### src/hw/rtl/vscf_pkg.sv
// ----------------------------------------------------------------------------
// vscf_pkg
// Shared types and constants for the voxel shape charge fill block.
// ----------------------------------------------------------------------------
package vscf_pkg;

  localparam int GRID_SIZE_DEF = 64;

  localparam int CNT_W = 19;
  localparam logic [CNT_W-1:0] COUNT_MAX = '1;

  // shape_mode codes
  localparam logic [1:0] MODE_BOX = 2'd0;
  localparam logic [1:0] MODE_CYL = 2'd1;
  localparam logic [1:0] MODE_ELL = 2'd2;

  // configuration register indexes
  localparam logic [2:0] REG_SHAPE_MODE = 3'd0;
  localparam logic [2:0] REG_CENTER_X   = 3'd1;
  localparam logic [2:0] REG_CENTER_Y   = 3'd2;
  localparam logic [2:0] REG_CENTER_Z   = 3'd3;
  localparam logic [2:0] REG_SEMI_A     = 3'd4;
  localparam logic [2:0] REG_SEMI_B     = 3'd5;
  localparam logic [2:0] REG_SEMI_C     = 3'd6;
  localparam logic [2:0] REG_CHARGE     = 3'd7;

  typedef struct packed {
    logic [1:0]  mode;
    logic [15:0] cx;
    logic [15:0] cy;
    logic [15:0] cz;
    logic [14:0] sa;
    logic [14:0] sb;
    logic [14:0] sc;
  } shape_cfg_t;

  typedef struct packed {
    logic busy;
    logic hit;
  } shape_stat_t;

  typedef struct packed {
    logic             start;
    logic [31:0]      dividend;
    logic [CNT_W-1:0] divisor;
  } div_req_t;

  typedef struct packed {
    logic        busy;
    logic [31:0] quotient;
  } div_stat_t;

  typedef enum logic [0:0] {ST_IDLE, ST_WAIT} top_state_t;

  typedef enum logic [1:0] {SH_IDLE, SH_MUL, SH_CMP} shape_state_t;

  typedef enum logic [0:0] {DV_IDLE, DV_RUN} div_state_t;

  // multiplier micro-steps of the shape test, in issue order
  typedef enum logic [4:0] {
    MS_A2, MS_B2, MS_C2, MS_X2, MS_Y2, MS_Z2,
    MS_U, MS_V, MS_W,
    MS_UC_LO, MS_UC_HI, MS_VC_LO, MS_VC_HI,
    MS_WZ_LO, MS_WZ_HI, MS_WC_LO, MS_WC_HI
  } mstep_t;

endpackage

### src/hw/rtl/voxel_shape_charge_fill_top.sv
// ----------------------------------------------------------------------------
// voxel_shape_charge_fill_top
// Voxel-in-solid test with inside counting and per-voxel charge density.
// ----------------------------------------------------------------------------
// One beat in gives one beat out. Each voxel index is tested against a box,
// an elliptic cylinder (axis along z) or an ellipsoid, in Q8.8 grid units,
// by cross-multiplied comparisons on a single shared 30x30 multiplier that
// a small sequencer drives one product a cycle. In the counting pass the
// running inside count is bumped (saturating); in the fill pass an inside
// voxel gets charge_per_cell over that count from a one-bit-a-cycle
// divider that runs alongside the shape test. The block takes one voxel at
// a time: the next beat is taken once the shape test is done (a box or a
// voxel rejected by the per-axis check skips the multiplier, a cylinder runs
// its steps up to MS_W, an ellipsoid all of them) and, for a fill-pass voxel
// with a non-zero count, the 32 divider steps. A finished result sits in the
// output register, so the next voxel is taken while the previous beat still
// waits downstream. restart_count clears the count before its own voxel.
// Configuration must be written only while idle (not enforced by the block).
// ----------------------------------------------------------------------------
module voxel_shape_charge_fill_top
  import vscf_pkg::*;
#(
  parameter int GRID_SIZE = GRID_SIZE_DEF
) (
  input  logic        clk,
  input  logic        rst,
  // input voxel beats
  input  logic        s_tvalid,
  output logic        s_tready,
  input  logic [23:0] s_tdata,   // vox_x[5:0], vox_y[11:6], vox_z[17:12], zero pad
  input  logic [1:0]  s_tuser,   // fill_pass[0], restart_count[1]
  // result beats
  output logic        m_tvalid,
  input  logic        m_tready,
  output logic [55:0] m_tdata,   // inside_res[0], points_so_far[19:1],
                                 // density[51:20], empty_shape[52], zero pad
  // configuration write port
  input  logic        cfg_we,
  input  logic [2:0]  cfg_index,
  input  logic [31:0] cfg_data
);

  // configuration registers
  shape_cfg_t  cfg;
  logic [31:0] charge;

  top_state_t       state, state_next;
  logic             fill;
  logic [CNT_W-1:0] inside_count, cnt_eff, cnt_next;
  logic             s_acc, fin;
  logic             out_inside, out_empty;
  logic [31:0]      out_density;

  shape_stat_t shape_st;
  div_req_t    div_rq;
  div_stat_t   div_st;

  always_ff @(posedge clk) begin
    if (rst) begin
      cfg.mode <= MODE_BOX;
      cfg.cx   <= '0;
      cfg.cy   <= '0;
      cfg.cz   <= '0;
      cfg.sa   <= 15'd256;
      cfg.sb   <= 15'd256;
      cfg.sc   <= 15'd256;
      charge   <= '0;
    end else if (cfg_we) begin
      case (cfg_index)
        REG_SHAPE_MODE: cfg.mode <= cfg_data[1:0];
        REG_CENTER_X:   cfg.cx   <= cfg_data[15:0];
        REG_CENTER_Y:   cfg.cy   <= cfg_data[15:0];
        REG_CENTER_Z:   cfg.cz   <= cfg_data[15:0];
        REG_SEMI_A:     cfg.sa   <= cfg_data[14:0];
        REG_SEMI_B:     cfg.sb   <= cfg_data[14:0];
        REG_SEMI_C:     cfg.sc   <= cfg_data[14:0];
        REG_CHARGE:     charge   <= cfg_data;
        default: ;
      endcase
    end
  end

  assign s_tready = (state == ST_IDLE);
  assign s_acc    = s_tvalid && s_tready;
  // count as seen by this voxel, after an optional restart
  assign cnt_eff  = s_tuser[1] ? '0 : inside_count;

  // both engines done and the output register free
  assign fin = !shape_st.busy && !div_st.busy && (!m_tvalid || m_tready);

  vscf_shape #(
    .GRID_SIZE(GRID_SIZE)
  ) u_shape (
    .clk   (clk),
    .rst   (rst),
    .start (s_acc),
    .vox_x (s_tdata[5:0]),
    .vox_y (s_tdata[11:6]),
    .vox_z (s_tdata[17:12]),
    .cfg   (cfg),
    .stat  (shape_st)
  );

  always_comb begin
    div_rq.start    = s_acc && s_tuser[0] && (cnt_eff != '0);
    div_rq.dividend = charge;
    div_rq.divisor  = cnt_eff;
  end

  vscf_div u_div (
    .clk  (clk),
    .rst  (rst),
    .req  (div_rq),
    .stat (div_st)
  );

  always_comb begin
    state_next = state;
    case (state)
      ST_IDLE: if (s_acc) begin
        state_next = ST_WAIT;
      end
      ST_WAIT: if (fin) begin
        state_next = ST_IDLE;
      end
      default: state_next = ST_IDLE;
    endcase
  end

  always_ff @(posedge clk) begin
    if (rst) begin
      state <= ST_IDLE;
    end else begin
      state <= state_next;
    end
  end

  // result of the voxel in flight
  always_comb begin
    out_inside  = shape_st.hit;
    cnt_next    = inside_count;
    out_empty   = 1'b0;
    out_density = '0;
    if (!fill) begin
      if (out_inside && (inside_count != COUNT_MAX)) begin
        cnt_next = inside_count + 1'b1;
      end
    end else if (inside_count == '0) begin
      out_empty = 1'b1;
    end else if (out_inside) begin
      out_density = div_st.quotient;
    end
  end

  always_ff @(posedge clk) begin
    if (rst) begin
      inside_count <= '0;
      m_tvalid     <= 1'b0;
    end else begin
      if (s_acc) begin
        inside_count <= cnt_eff;
      end else if (state == ST_WAIT && fin) begin
        inside_count <= cnt_next;
      end
      if (state == ST_WAIT && fin) begin
        m_tvalid <= 1'b1;
      end else if (m_tready) begin
        m_tvalid <= 1'b0;
      end
    end
  end

  always_ff @(posedge clk) begin
    if (s_acc) begin
      fill <= s_tuser[0];
    end
    if (state == ST_WAIT && fin) begin
      m_tdata <= {3'b0, out_empty, out_density, cnt_next, out_inside};
    end
  end

  // no new voxel while either engine is still working
  a_idle_engines: assert property (@(posedge clk) disable iff (rst)
    s_tready |-> (!shape_st.busy && !div_st.busy))
    else $error("input ready while an engine is busy");

  // the count only steps up by one or restarts
  a_count_step: assert property (@(posedge clk) disable iff (rst)
    (inside_count != $past(inside_count)) |->
      ((inside_count == '0) || (inside_count == $past(inside_count) + 1'b1)))
    else $error("inside count jumped");

  // an empty-shape beat carries no density and a zero count
  a_empty_beat: assert property (@(posedge clk) disable iff (rst)
    (m_tvalid && m_tdata[52]) |-> ((m_tdata[51:20] == '0) && (m_tdata[19:1] == '0)))
    else $error("empty shape beat with density or count");

endmodule

### src/hw/rtl/vscf_shape.sv
// ----------------------------------------------------------------------------
// vscf_shape
// Inside test for box, elliptic cylinder and ellipsoid on one shared 30x30
// multiplier, sequenced one product a cycle with registered write-back.
// ----------------------------------------------------------------------------
module vscf_shape
  import vscf_pkg::*;
#(
  parameter int GRID_SIZE = GRID_SIZE_DEF
) (
  input  logic        clk,
  input  logic        rst,
  input  logic        start,
  input  logic [5:0]  vox_x,
  input  logic [5:0]  vox_y,
  input  logic [5:0]  vox_z,
  input  shape_cfg_t  cfg,
  output shape_stat_t stat
);

  localparam logic [8:0] GRID_LIM = 9'(GRID_SIZE);

  shape_state_t state, state_next;
  mstep_t       step, wb_step, last_step;
  logic         issuing, wb_valid;
  logic [59:0]  prod, mul_p;
  logic [29:0]  mul_a, mul_b;
  logic [14:0]  dx, dy, dz;
  logic         pre_ok, hit;
  logic [29:0]  a2, b2, c2, x2, y2, z2;
  logic [59:0]  u, v, w;
  logic [91:0]  lhs, rhs, addend, acc_base, acc_sum;
  logic         acc_hi, acc_rhs, acc_en;
  logic [16:0]  mx, my, mz;
  logic         on_grid, mode_ok, in_axes, pre_ok_in, need_mul;
  logic         cyl_le, ell_le;

  // |vox*256 - centre|
  function automatic logic [16:0] off_mag(input logic [5:0] vx, input logic [15:0] c);
    logic signed [17:0] d;
    d = $signed({4'b0, vx, 8'b0}) - $signed({{2{c[15]}}, c});
    off_mag = d[17] ? 17'(-d) : d[16:0];
  endfunction

  always_comb begin
    mx        = off_mag(vox_x, cfg.cx);
    my        = off_mag(vox_y, cfg.cy);
    mz        = off_mag(vox_z, cfg.cz);
    on_grid   = ({3'b0, vox_x} < GRID_LIM) && ({3'b0, vox_y} < GRID_LIM) &&
                ({3'b0, vox_z} < GRID_LIM);
    mode_ok   = (cfg.mode == MODE_BOX) || (cfg.mode == MODE_CYL) ||
                (cfg.mode == MODE_ELL);
    in_axes   = (mx <= {2'b0, cfg.sa}) && (my <= {2'b0, cfg.sb}) &&
                (mz <= {2'b0, cfg.sc});
    pre_ok_in = on_grid && mode_ok && in_axes;
    need_mul  = pre_ok_in && (cfg.mode != MODE_BOX);
    last_step = (cfg.mode == MODE_CYL) ? MS_W : MS_WC_HI;
  end

  // operand select
  always_comb begin
    case (step)
      MS_A2:    begin mul_a = {15'b0, cfg.sa}; mul_b = {15'b0, cfg.sa}; end
      MS_B2:    begin mul_a = {15'b0, cfg.sb}; mul_b = {15'b0, cfg.sb}; end
      MS_C2:    begin mul_a = {15'b0, cfg.sc}; mul_b = {15'b0, cfg.sc}; end
      MS_X2:    begin mul_a = {15'b0, dx};     mul_b = {15'b0, dx};     end
      MS_Y2:    begin mul_a = {15'b0, dy};     mul_b = {15'b0, dy};     end
      MS_Z2:    begin mul_a = {15'b0, dz};     mul_b = {15'b0, dz};     end
      MS_U:     begin mul_a = x2;              mul_b = b2;              end
      MS_V:     begin mul_a = y2;              mul_b = a2;              end
      MS_W:     begin mul_a = a2;              mul_b = b2;              end
      MS_UC_LO: begin mul_a = u[29:0];         mul_b = c2;              end
      MS_UC_HI: begin mul_a = u[59:30];        mul_b = c2;              end
      MS_VC_LO: begin mul_a = v[29:0];         mul_b = c2;              end
      MS_VC_HI: begin mul_a = v[59:30];        mul_b = c2;              end
      MS_WZ_LO: begin mul_a = w[29:0];         mul_b = z2;              end
      MS_WZ_HI: begin mul_a = w[59:30];        mul_b = z2;              end
      MS_WC_LO: begin mul_a = w[29:0];         mul_b = c2;              end
      MS_WC_HI: begin mul_a = w[59:30];        mul_b = c2;              end
      default:  begin mul_a = '0;              mul_b = '0;              end
    endcase
  end

  assign mul_p = mul_a * mul_b;

  // accumulator for the ellipsoid sums
  always_comb begin
    acc_en   = wb_valid && (wb_step inside {MS_UC_LO, MS_UC_HI, MS_VC_LO, MS_VC_HI,
                                            MS_WZ_LO, MS_WZ_HI, MS_WC_LO, MS_WC_HI});
    acc_hi   = wb_step inside {MS_UC_HI, MS_VC_HI, MS_WZ_HI, MS_WC_HI};
    acc_rhs  = wb_step inside {MS_WC_LO, MS_WC_HI};
    addend   = acc_hi ? {2'b0, prod, 30'b0} : {32'b0, prod};
    acc_base = acc_rhs ? rhs : lhs;
    acc_sum  = acc_base + addend;
  end

  assign cyl_le = ({1'b0, u} + {1'b0, v}) <= {1'b0, w};
  assign ell_le = lhs <= rhs;

  always_comb begin
    state_next = state;
    case (state)
      SH_IDLE: if (start) begin
        state_next = need_mul ? SH_MUL : SH_CMP;
      end
      SH_MUL:  if (!issuing && wb_valid) begin
        state_next = SH_CMP;
      end
      SH_CMP:  state_next = SH_IDLE;
      default: state_next = SH_IDLE;
    endcase
  end

  always_ff @(posedge clk) begin
    if (rst) begin
      state <= SH_IDLE;
    end else begin
      state <= state_next;
    end
  end

  always_ff @(posedge clk) begin
    if (rst) begin
      issuing  <= 1'b0;
      wb_valid <= 1'b0;
    end else if (state == SH_IDLE) begin
      issuing  <= start && need_mul;
      wb_valid <= 1'b0;
    end else if (state == SH_MUL) begin
      wb_valid <= issuing;
      if (issuing && (step == last_step)) begin
        issuing <= 1'b0;
      end
    end
  end

  always_ff @(posedge clk) begin
    if (state == SH_IDLE && start) begin
      dx     <= mx[14:0];
      dy     <= my[14:0];
      dz     <= mz[14:0];
      pre_ok <= pre_ok_in;
      step   <= MS_A2;
      lhs    <= '0;
      rhs    <= '0;
    end
    if (state == SH_MUL && issuing) begin
      prod    <= mul_p;
      wb_step <= step;
      if (step != last_step) begin
        step <= mstep_t'(step + 5'd1);
      end
    end
    if (state == SH_MUL && wb_valid) begin
      case (wb_step)
        MS_A2:   a2 <= prod[29:0];
        MS_B2:   b2 <= prod[29:0];
        MS_C2:   c2 <= prod[29:0];
        MS_X2:   x2 <= prod[29:0];
        MS_Y2:   y2 <= prod[29:0];
        MS_Z2:   z2 <= prod[29:0];
        MS_U:    u  <= prod;
        MS_V:    v  <= prod;
        MS_W:    w  <= prod;
        default: ;
      endcase
      if (acc_en) begin
        if (acc_rhs) begin
          rhs <= acc_sum;
        end else begin
          lhs <= acc_sum;
        end
      end
    end
    if (state == SH_CMP) begin
      hit <= pre_ok && ((cfg.mode == MODE_BOX) ||
                        ((cfg.mode == MODE_CYL) && cyl_le) ||
                        ((cfg.mode == MODE_ELL) && ell_le));
    end
  end

  assign stat.busy = (state != SH_IDLE);
  assign stat.hit  = hit;

endmodule

### src/hw/rtl/vscf_div.sv
// ----------------------------------------------------------------------------
// vscf_div
// Restoring divider, signed 32-bit dividend over a non-zero unsigned count,
// one quotient bit a cycle, truncated toward zero.
// ----------------------------------------------------------------------------
module vscf_div
  import vscf_pkg::*;
(
  input  logic      clk,
  input  logic      rst,
  input  div_req_t  req,
  output div_stat_t stat
);

  div_state_t       state, state_next;
  logic [4:0]       cnt;
  logic [CNT_W-1:0] rem, dsr;
  logic [31:0]      quo;
  logic             neg;
  logic [CNT_W:0]   r_sh;
  logic [CNT_W+1:0] diff;
  logic             ge;

  assign r_sh = {rem, quo[31]};
  assign diff = {1'b0, r_sh} - {2'b0, dsr};
  assign ge   = !diff[CNT_W+1];

  always_comb begin
    state_next = state;
    case (state)
      DV_IDLE: if (req.start) begin
        state_next = DV_RUN;
      end
      DV_RUN:  if (cnt == 5'd0) begin
        state_next = DV_IDLE;
      end
      default: state_next = DV_IDLE;
    endcase
  end

  always_ff @(posedge clk) begin
    if (rst) begin
      state <= DV_IDLE;
    end else begin
      state <= state_next;
    end
  end

  always_ff @(posedge clk) begin
    if (state == DV_IDLE && req.start) begin
      neg <= req.dividend[31];
      quo <= req.dividend[31] ? -req.dividend : req.dividend;
      rem <= '0;
      dsr <= req.divisor;
      cnt <= 5'd31;
    end else if (state == DV_RUN) begin
      rem <= ge ? diff[CNT_W-1:0] : r_sh[CNT_W-1:0];
      quo <= {quo[30:0], ge};
      cnt <= cnt - 5'd1;
    end
  end

  assign stat.busy     = (state != DV_IDLE);
  assign stat.quotient = neg ? -quo : quo;

endmodule
### config.mk
export PLATFORM = sky130hd
export DESIGN_NAME = voxel_shape_charge_fill_top
export DESIGN_NICKNAME = d
export VERILOG_FILES = /design/src/hw/rtl/vscf_pkg.sv /design/src/hw/rtl/voxel_shape_charge_fill_top.sv /design/src/hw/rtl/vscf_shape.sv /design/src/hw/rtl/vscf_div.sv
export SDC_FILE = /design/constraint.sdc
export NUM_CORES = 2
export LEC_CHECK = 0
export ABC_AREA = 1
export BUFFER_PORTS_ARGS = -buffer_cell sky130_fd_sc_hd__buf_2
export CAP_MARGIN = 20
export CORE_AREA = 2 2 381 383
export CTS_CLUSTER_DIAMETER = 50
export DETAILED_ROUTE_END_ITERATION = 10
export DIE_AREA = 0 0 383 385
export GPL_TIMING_DRIVEN = 0
export PLACE_DENSITY = 0.73
export SLEW_MARGIN = 20
export SYNTH_ARGS = -nofsm -noshare
export SYNTH_HDL_FRONTEND = slang
export SYNTH_SLANG_ARGS = --single-unit
### constraint.sdc
create_clock -name clk -period 20.2 [get_ports clk]
set_input_delay 1.01 -clock clk [delete_from_list [all_inputs] [get_ports clk]]
set_output_delay 1.01 -clock clk [all_outputs]
set_load 0.03 [all_outputs]
; Word level (Yosys, flattened, before mapping)
; Cells that the tools add are included.
[classes]
n_mux = 45
n_reduce_logical = 76
n_mul = 1
n_eq_ne = 48
magnitude_cmp = 5
n_addsub = 14
bitwise_logic = 4
[op_table]
columns = op, count
row1 = two-way mux 92 bit, 9
row2 = one-hot mux 30 bit (15 select lines), 1
row3 = one-hot mux 30 bit (10 select lines), 1
row4 = two-way mux 32 bit, 4
row5 = two-way mux 19 bit, 6
row6 = adder 92 bit, 1
row7 = less-or-equal comparator 92 bit, 1
row8 = two-way mux 90 bit, 1
row9 = "equality test 5 x 4 -> 1 bit, second input constant", 16
row10 = negator 32 bit, 2
row11 = adder 60 x 60 -> 61 bit, 1
row12 = less-or-equal comparator 61 x 60 -> 1 bit, 1
row13 = multiplier 30 x 30 -> 60 bit, 1
row14 = less-or-equal comparator 17 x 15 -> 1 bit, 3
row15 = two-way mux 17 bit, 3
row16 = negator 17 bit, 3
row17 = subtractor 15 x 16 -> 17 bit, 3
row18 = "equality test 5 x 3 -> 1 bit, second input constant", 8
row19 = AND reduction 2 bit, 19
row20 = logical AND 1 bit, 22
row21 = subtractor 20 x 19 -> 21 bit, 1
row22 = "equality test 5 x 2 -> 1 bit, second input constant", 4
row23 = two-way mux 5 bit, 4
row24 = "adder 19 x 1 -> 19 bit, second input constant", 1
row25 = other kinds (32), 77
[word_totals]
register_bits = 944
out_inout_bits = 58

; Logic depth before layout (Yosys ltp)
[depth]
depth_word = 11
ltp_mapped = 46

; By module
; Synthesis repeated with hierarchy kept, for this count alone.
[unflattened]
cells_unflattened = 10858
area_unflattened_um2 = 87281.2
[by_module_without_submodules]
columns = mod, cells_each, instances, seq_area_each_um2, area_per_inst_um2
row1 = vscf_shape, 8924, 1, 18037.3, 73136.4
row2 = voxel_shape_charge_fill_top, 980, 1, 4584.4, 7891.3
row3 = vscf_div, 954, 1, 2062.0, 6253.5

; Least setup slack after synthesis
; No wires, ideal clock.
[synth_path]
path_kind = register -> register
from = reg u_shape.step[0]
to = reg u_shape.prod[46], data pin
arrival_time_ns = 8.222
stages_incl_launch_ff = 41
slack_ns = 11.718
setup_ns = 0.260
path_cell_list = dfxtp_1 -> inv_1 -> ha_1 -> inv_1 -> nor2_1 -> inv_2 -> nor2_1 -> nor4_2 -> o211ai_2 -> buf_6 -> buf_6 -> buf_4 -> a211o_1 -> nor2_4 -> buf_2 -> nor2_1 -> fa_1 -> fa_1 -> [5 not listed] -> inv_1 -> fa_1 -> inv_1 -> fa_1 -> fa_1 -> ha_1 -> nand2_1 -> nor2_1 -> inv_1 -> nor3_1 -> nand3_1 -> nand3_1 -> a21boi_0 -> o21ai_0 -> nand2_1 -> inv_1 -> nor2_1 -> xnor2_1
[synth_via]
elab_chain_cells = 4
[synth_lines]
columns = item, line
row1 = "start, declared", vscf_shape.sv:24  ; mstep_t step, wb_step, last_step;
row2 = "start signal, assigned", vscf_shape.sv:151  ; step <= mstep_t'(step + 5'd1);
row3 = "equality test 5 x 4 -> 1 bit, or another cell as far along", vscf_shape.sv:62  ; case (step)
row4 = OR reduction 6 bit (no source line) / OR reduction 2 bit (equally long branches), n/a
row5 = one-hot mux 30 bit (10 select lines) / one-hot mux 30 bit (15 select lines) (equally long branches), vscf_shape.sv:62
row6 = multiplier 30 x 30 -> 60 bit (*), vscf_shape.sv:84  ; assign mul_p = mul_a * mul_b;
row7 = net u_shape.mul_p[46], vscf_shape.sv:26  ; logic [59:0] prod, mul_p;
row8 = "end signal, assigned", vscf_shape.sv:148  ; prod <= mul_p;
row9 = "end, declared", vscf_shape.sv:26
; The timed path passes the listed nets; every way through them passes the cells marked *.
; A chain may end at the register's enable or synchronous reset.

; Worst setup path after layout
[layout_path]
from = reg u_shape.step[0]
to = reg u_shape.prod[56], data pin
; The elaborated chain is that of the path after synthesis.

==> run metrics <==
outcome complete, no violations; post-CTS resize count 0; Sequential Power Share 0.452; routed via count 78600; synth top area cells edfxtp_1 (20%), fa_1 (18%), ha_1 (9.4%); post-CTS setup buffers 0; Achievable Freq 0.0807 GHz; Pleak 43.7 nW; DRC Markers 0; post-synthesis sequential area ratio 0.289; Slew HR 0.0927; P_sw 1.33 mW; number of global-route vias before repair 76700; number of DRC markers in iteration 0 10000; Final Cycle Share 0.613; H-tree depth 3; Pre-Repair DR Iteration Count 10; Yosys Warn Count 0; GRT Util Overall 0.443; max-cap violation count 0; critical path class reg2reg; Initial Util 0.598; largest net degree at the start of global routing 63; synth unique cells 68; Slowest-stage cell, CP nor2_1; Post-Route WL 330 mm; Detail Route Antenna Nets 0; core footprint 143000 um^2; Die H 385 um; Post-synth top flop edfxtp_1; Max Slew Vio Count 0; clk_skew 0.0565 ns; average instance area after synthesis 8.14 um^2; GR Overflow Total 0; clk_lat worst skew 0.76 ns; Critical Path RT 20.66 ns; Row Count 139; TritonCTS Buffers 102; Clk pwr share 0.423; Net Sw Frac 0.284; synthesized area 85500 um^2; CTS root buf clkbuf_16; GPL Wtd Cong 1.16; HP Class reg2reg; clock sink total 944; Power Internal 3.34 mW; number of synthesized flops with an enable pin 578; Wirelength per Cell 25.8 um; hold buffers post-CTS 0; Yosys reg bits 944; IO buf count 113; CP Max Fanout 10; fin util 0.649; Clk pin slew, worst setup/hold paths 0.07 ns; Detail Placement HPWL 271 mm; Final #Nets 12300; CTS Buffer Depth 3; final setup TNS 0 ns; critical path arrival 12.85 ns; Final Hold Viols 0; synthesized netlist cell count 10500; CP Capture Type flop; unrepaired setup endpoints after global routing false; ys async rst share 0; die area 147000 um^2; initial antenna violation count 15; fin crit period 12.39 ns; Vias/cell 6.13; CP peak stage delay 0.89 ns; VDD IR-drop max 0.0747 mV; Slew @ Worst Pin 1.36 ns; die width 383 um; Worst setup SP type flop; layout cells sized above 1 0.0556; pwr dens 50.2 nW/um^2; Final setup viols 0; CTS tree done; Comb power frac 0.125; io pins 124; first-pass GRT wire length 481 mm; Critical Path Most Common Cell fa_1; Synth-to-Final Area Change 8.66%; post-synth top area cell edfxtp_1; Yosys top cell area share 0.203
-- power groups by stage --
stage / Sequential (mW) / Combinational [mW] / Clock (mW)
2_1_floorplan: 2.16 / 0.370 / 0
3_3_place_gp: 2.15 / 0.544 / 0
3_5_place_dp: 2.15 / 0.561 / 0
4_1_cts: 2.11 / 0.566 / 1.97
5_1_grt: 2.12 / 0.639 / 2.04
6_report: 2.11 / 0.583 / 1.97
-- Yosys cell counts (28+ instances only) --
master    count
o211ai_1     33
a31oi_1      63
a21oi_1     625
nor2_1     1073
o21a_1       35
a21boi_0     29
a21o_1       41
o31ai_1      61
inv_1      1957
nor4_1       44
nand4_1      92
clkbuf_1    235
nand2_1    1951
fa_1        783
a221oi_1     28
nand3_1     382
edfxtp_1    578
buf_2        78
nor3_1       98
o21ai_0     663
dfxtp_1     366
or2_2        41
xnor2_1      94
ha_1        645
xor2_1      176
inv_2        34
a22o_1       38
-- path summary, 6_finish.rpt --
kind	start	end	slack (ns)	cells after the start
setup / recovery	u_shape.step[0]	u_shape.prod[56]	7.81	35
hold reg to reg	cfg[72]	cfg[72]	0.46	2
setup reg to reg	u_shape.step[0]	u_shape.prod[56]	7.81	35
hold / removal	cfg[72]	cfg[72]	0.46	2
-- cell usage in the layout (no fill, tap or decap), drive strengths merged, types with 54 or more instances in the layout --
master / instances
nor2: 1081
nand4: 92
dfxtp: 366
a31oi: 63
xnor2: 94
nor4: 54
nand2: 1953
o21ai: 667
o31ai: 61
buf: 287
a21oi: 627
clkbuf: 351
fa: 783
clkinv: 60
xor2: 176
inv: 2014
edfxtp: 578
nor3: 105
ha: 645
nand3: 384
-- cells by family (layout without fill, tap and decap cells) --
group                      after synthesis  in the layout  synth area share
and+or+nand+nor                       3752           3752             0.181
buffers and inverters                 2341           2724             0.104
AOI/OAI and AO/OA                     1778           1778             0.121
adders and majority gates             1428           1428             0.278
DFF                                    944            944             0.289
xor gates and xnor gates               270            270            0.0276
other                                    1             12         0.0000438
-- critical path, delay by kind of cell (launching register included) --
family                     cells  cell delay (ns)
AOI/OAI and AO/OA              2             1.05
xor gates and xnor gates       1             0.08
adders and majority gates     10             4.66
buffers and inverters         11             2.71
DFF                            1             0.46
and+or+nand+nor               11             3.11
-- per-layer routing --
| metal | GRT usage | up-vias | routed length [um] |
|---|---|---|---|
| met5 | 0 | - | 109 |
| li1 | - | 34400 | - |
| met1 | 0.537 | 37600 | 117000 |
| met2 | 0.692 | 5177 | 144000 |
| met3 | 0.125 | 1337 | 41500 |
| met4 | 0.296 | 16 | 27400 |
-- stage by stage --
step	hold WS [ns]	power (mW)	worst slack [ns]	std cells	cell area (um^2)
finish	0.458	4.67	7.81	12800	92900
global route	0.483	4.80	7.82	12800	92900
CTS	0.462	4.65	8.36	12800	92900
detailed placement	0.452	2.71	8.41	12600	89300
global placement	0.442	2.70	7.55	12500	88500
floorplan	0.430	2.53	11.72	10500	85500
-- sequential cells by signal (all words and copies together) (netlist names), 32 cells and up --
| signal | flops |
|---|---|
| cfg | 95 |
| charge | 32 |
| m_tdata | 53 |
| u_div.quo | 32 |
| u_shape.lhs | 92 |
| u_shape.prod | 60 |
| u_shape.rhs | 92 |
| u_shape.u | 60 |
| u_shape.v | 60 |
| u_shape.w | 60 |
-- area by class of cell --
type	count	area, um^2
well taps	1903	2380
inverters	2010	7540
clock buffers	116	2690
flip-flops and latches	944	24700
plain buffers	331	1390
fillers	12400	50200
repair buffers	191	1190
multi-input cells	7231	52200
diodes	9	22.5
clock inverters	76	852
(Power assumes the default switching activity.)
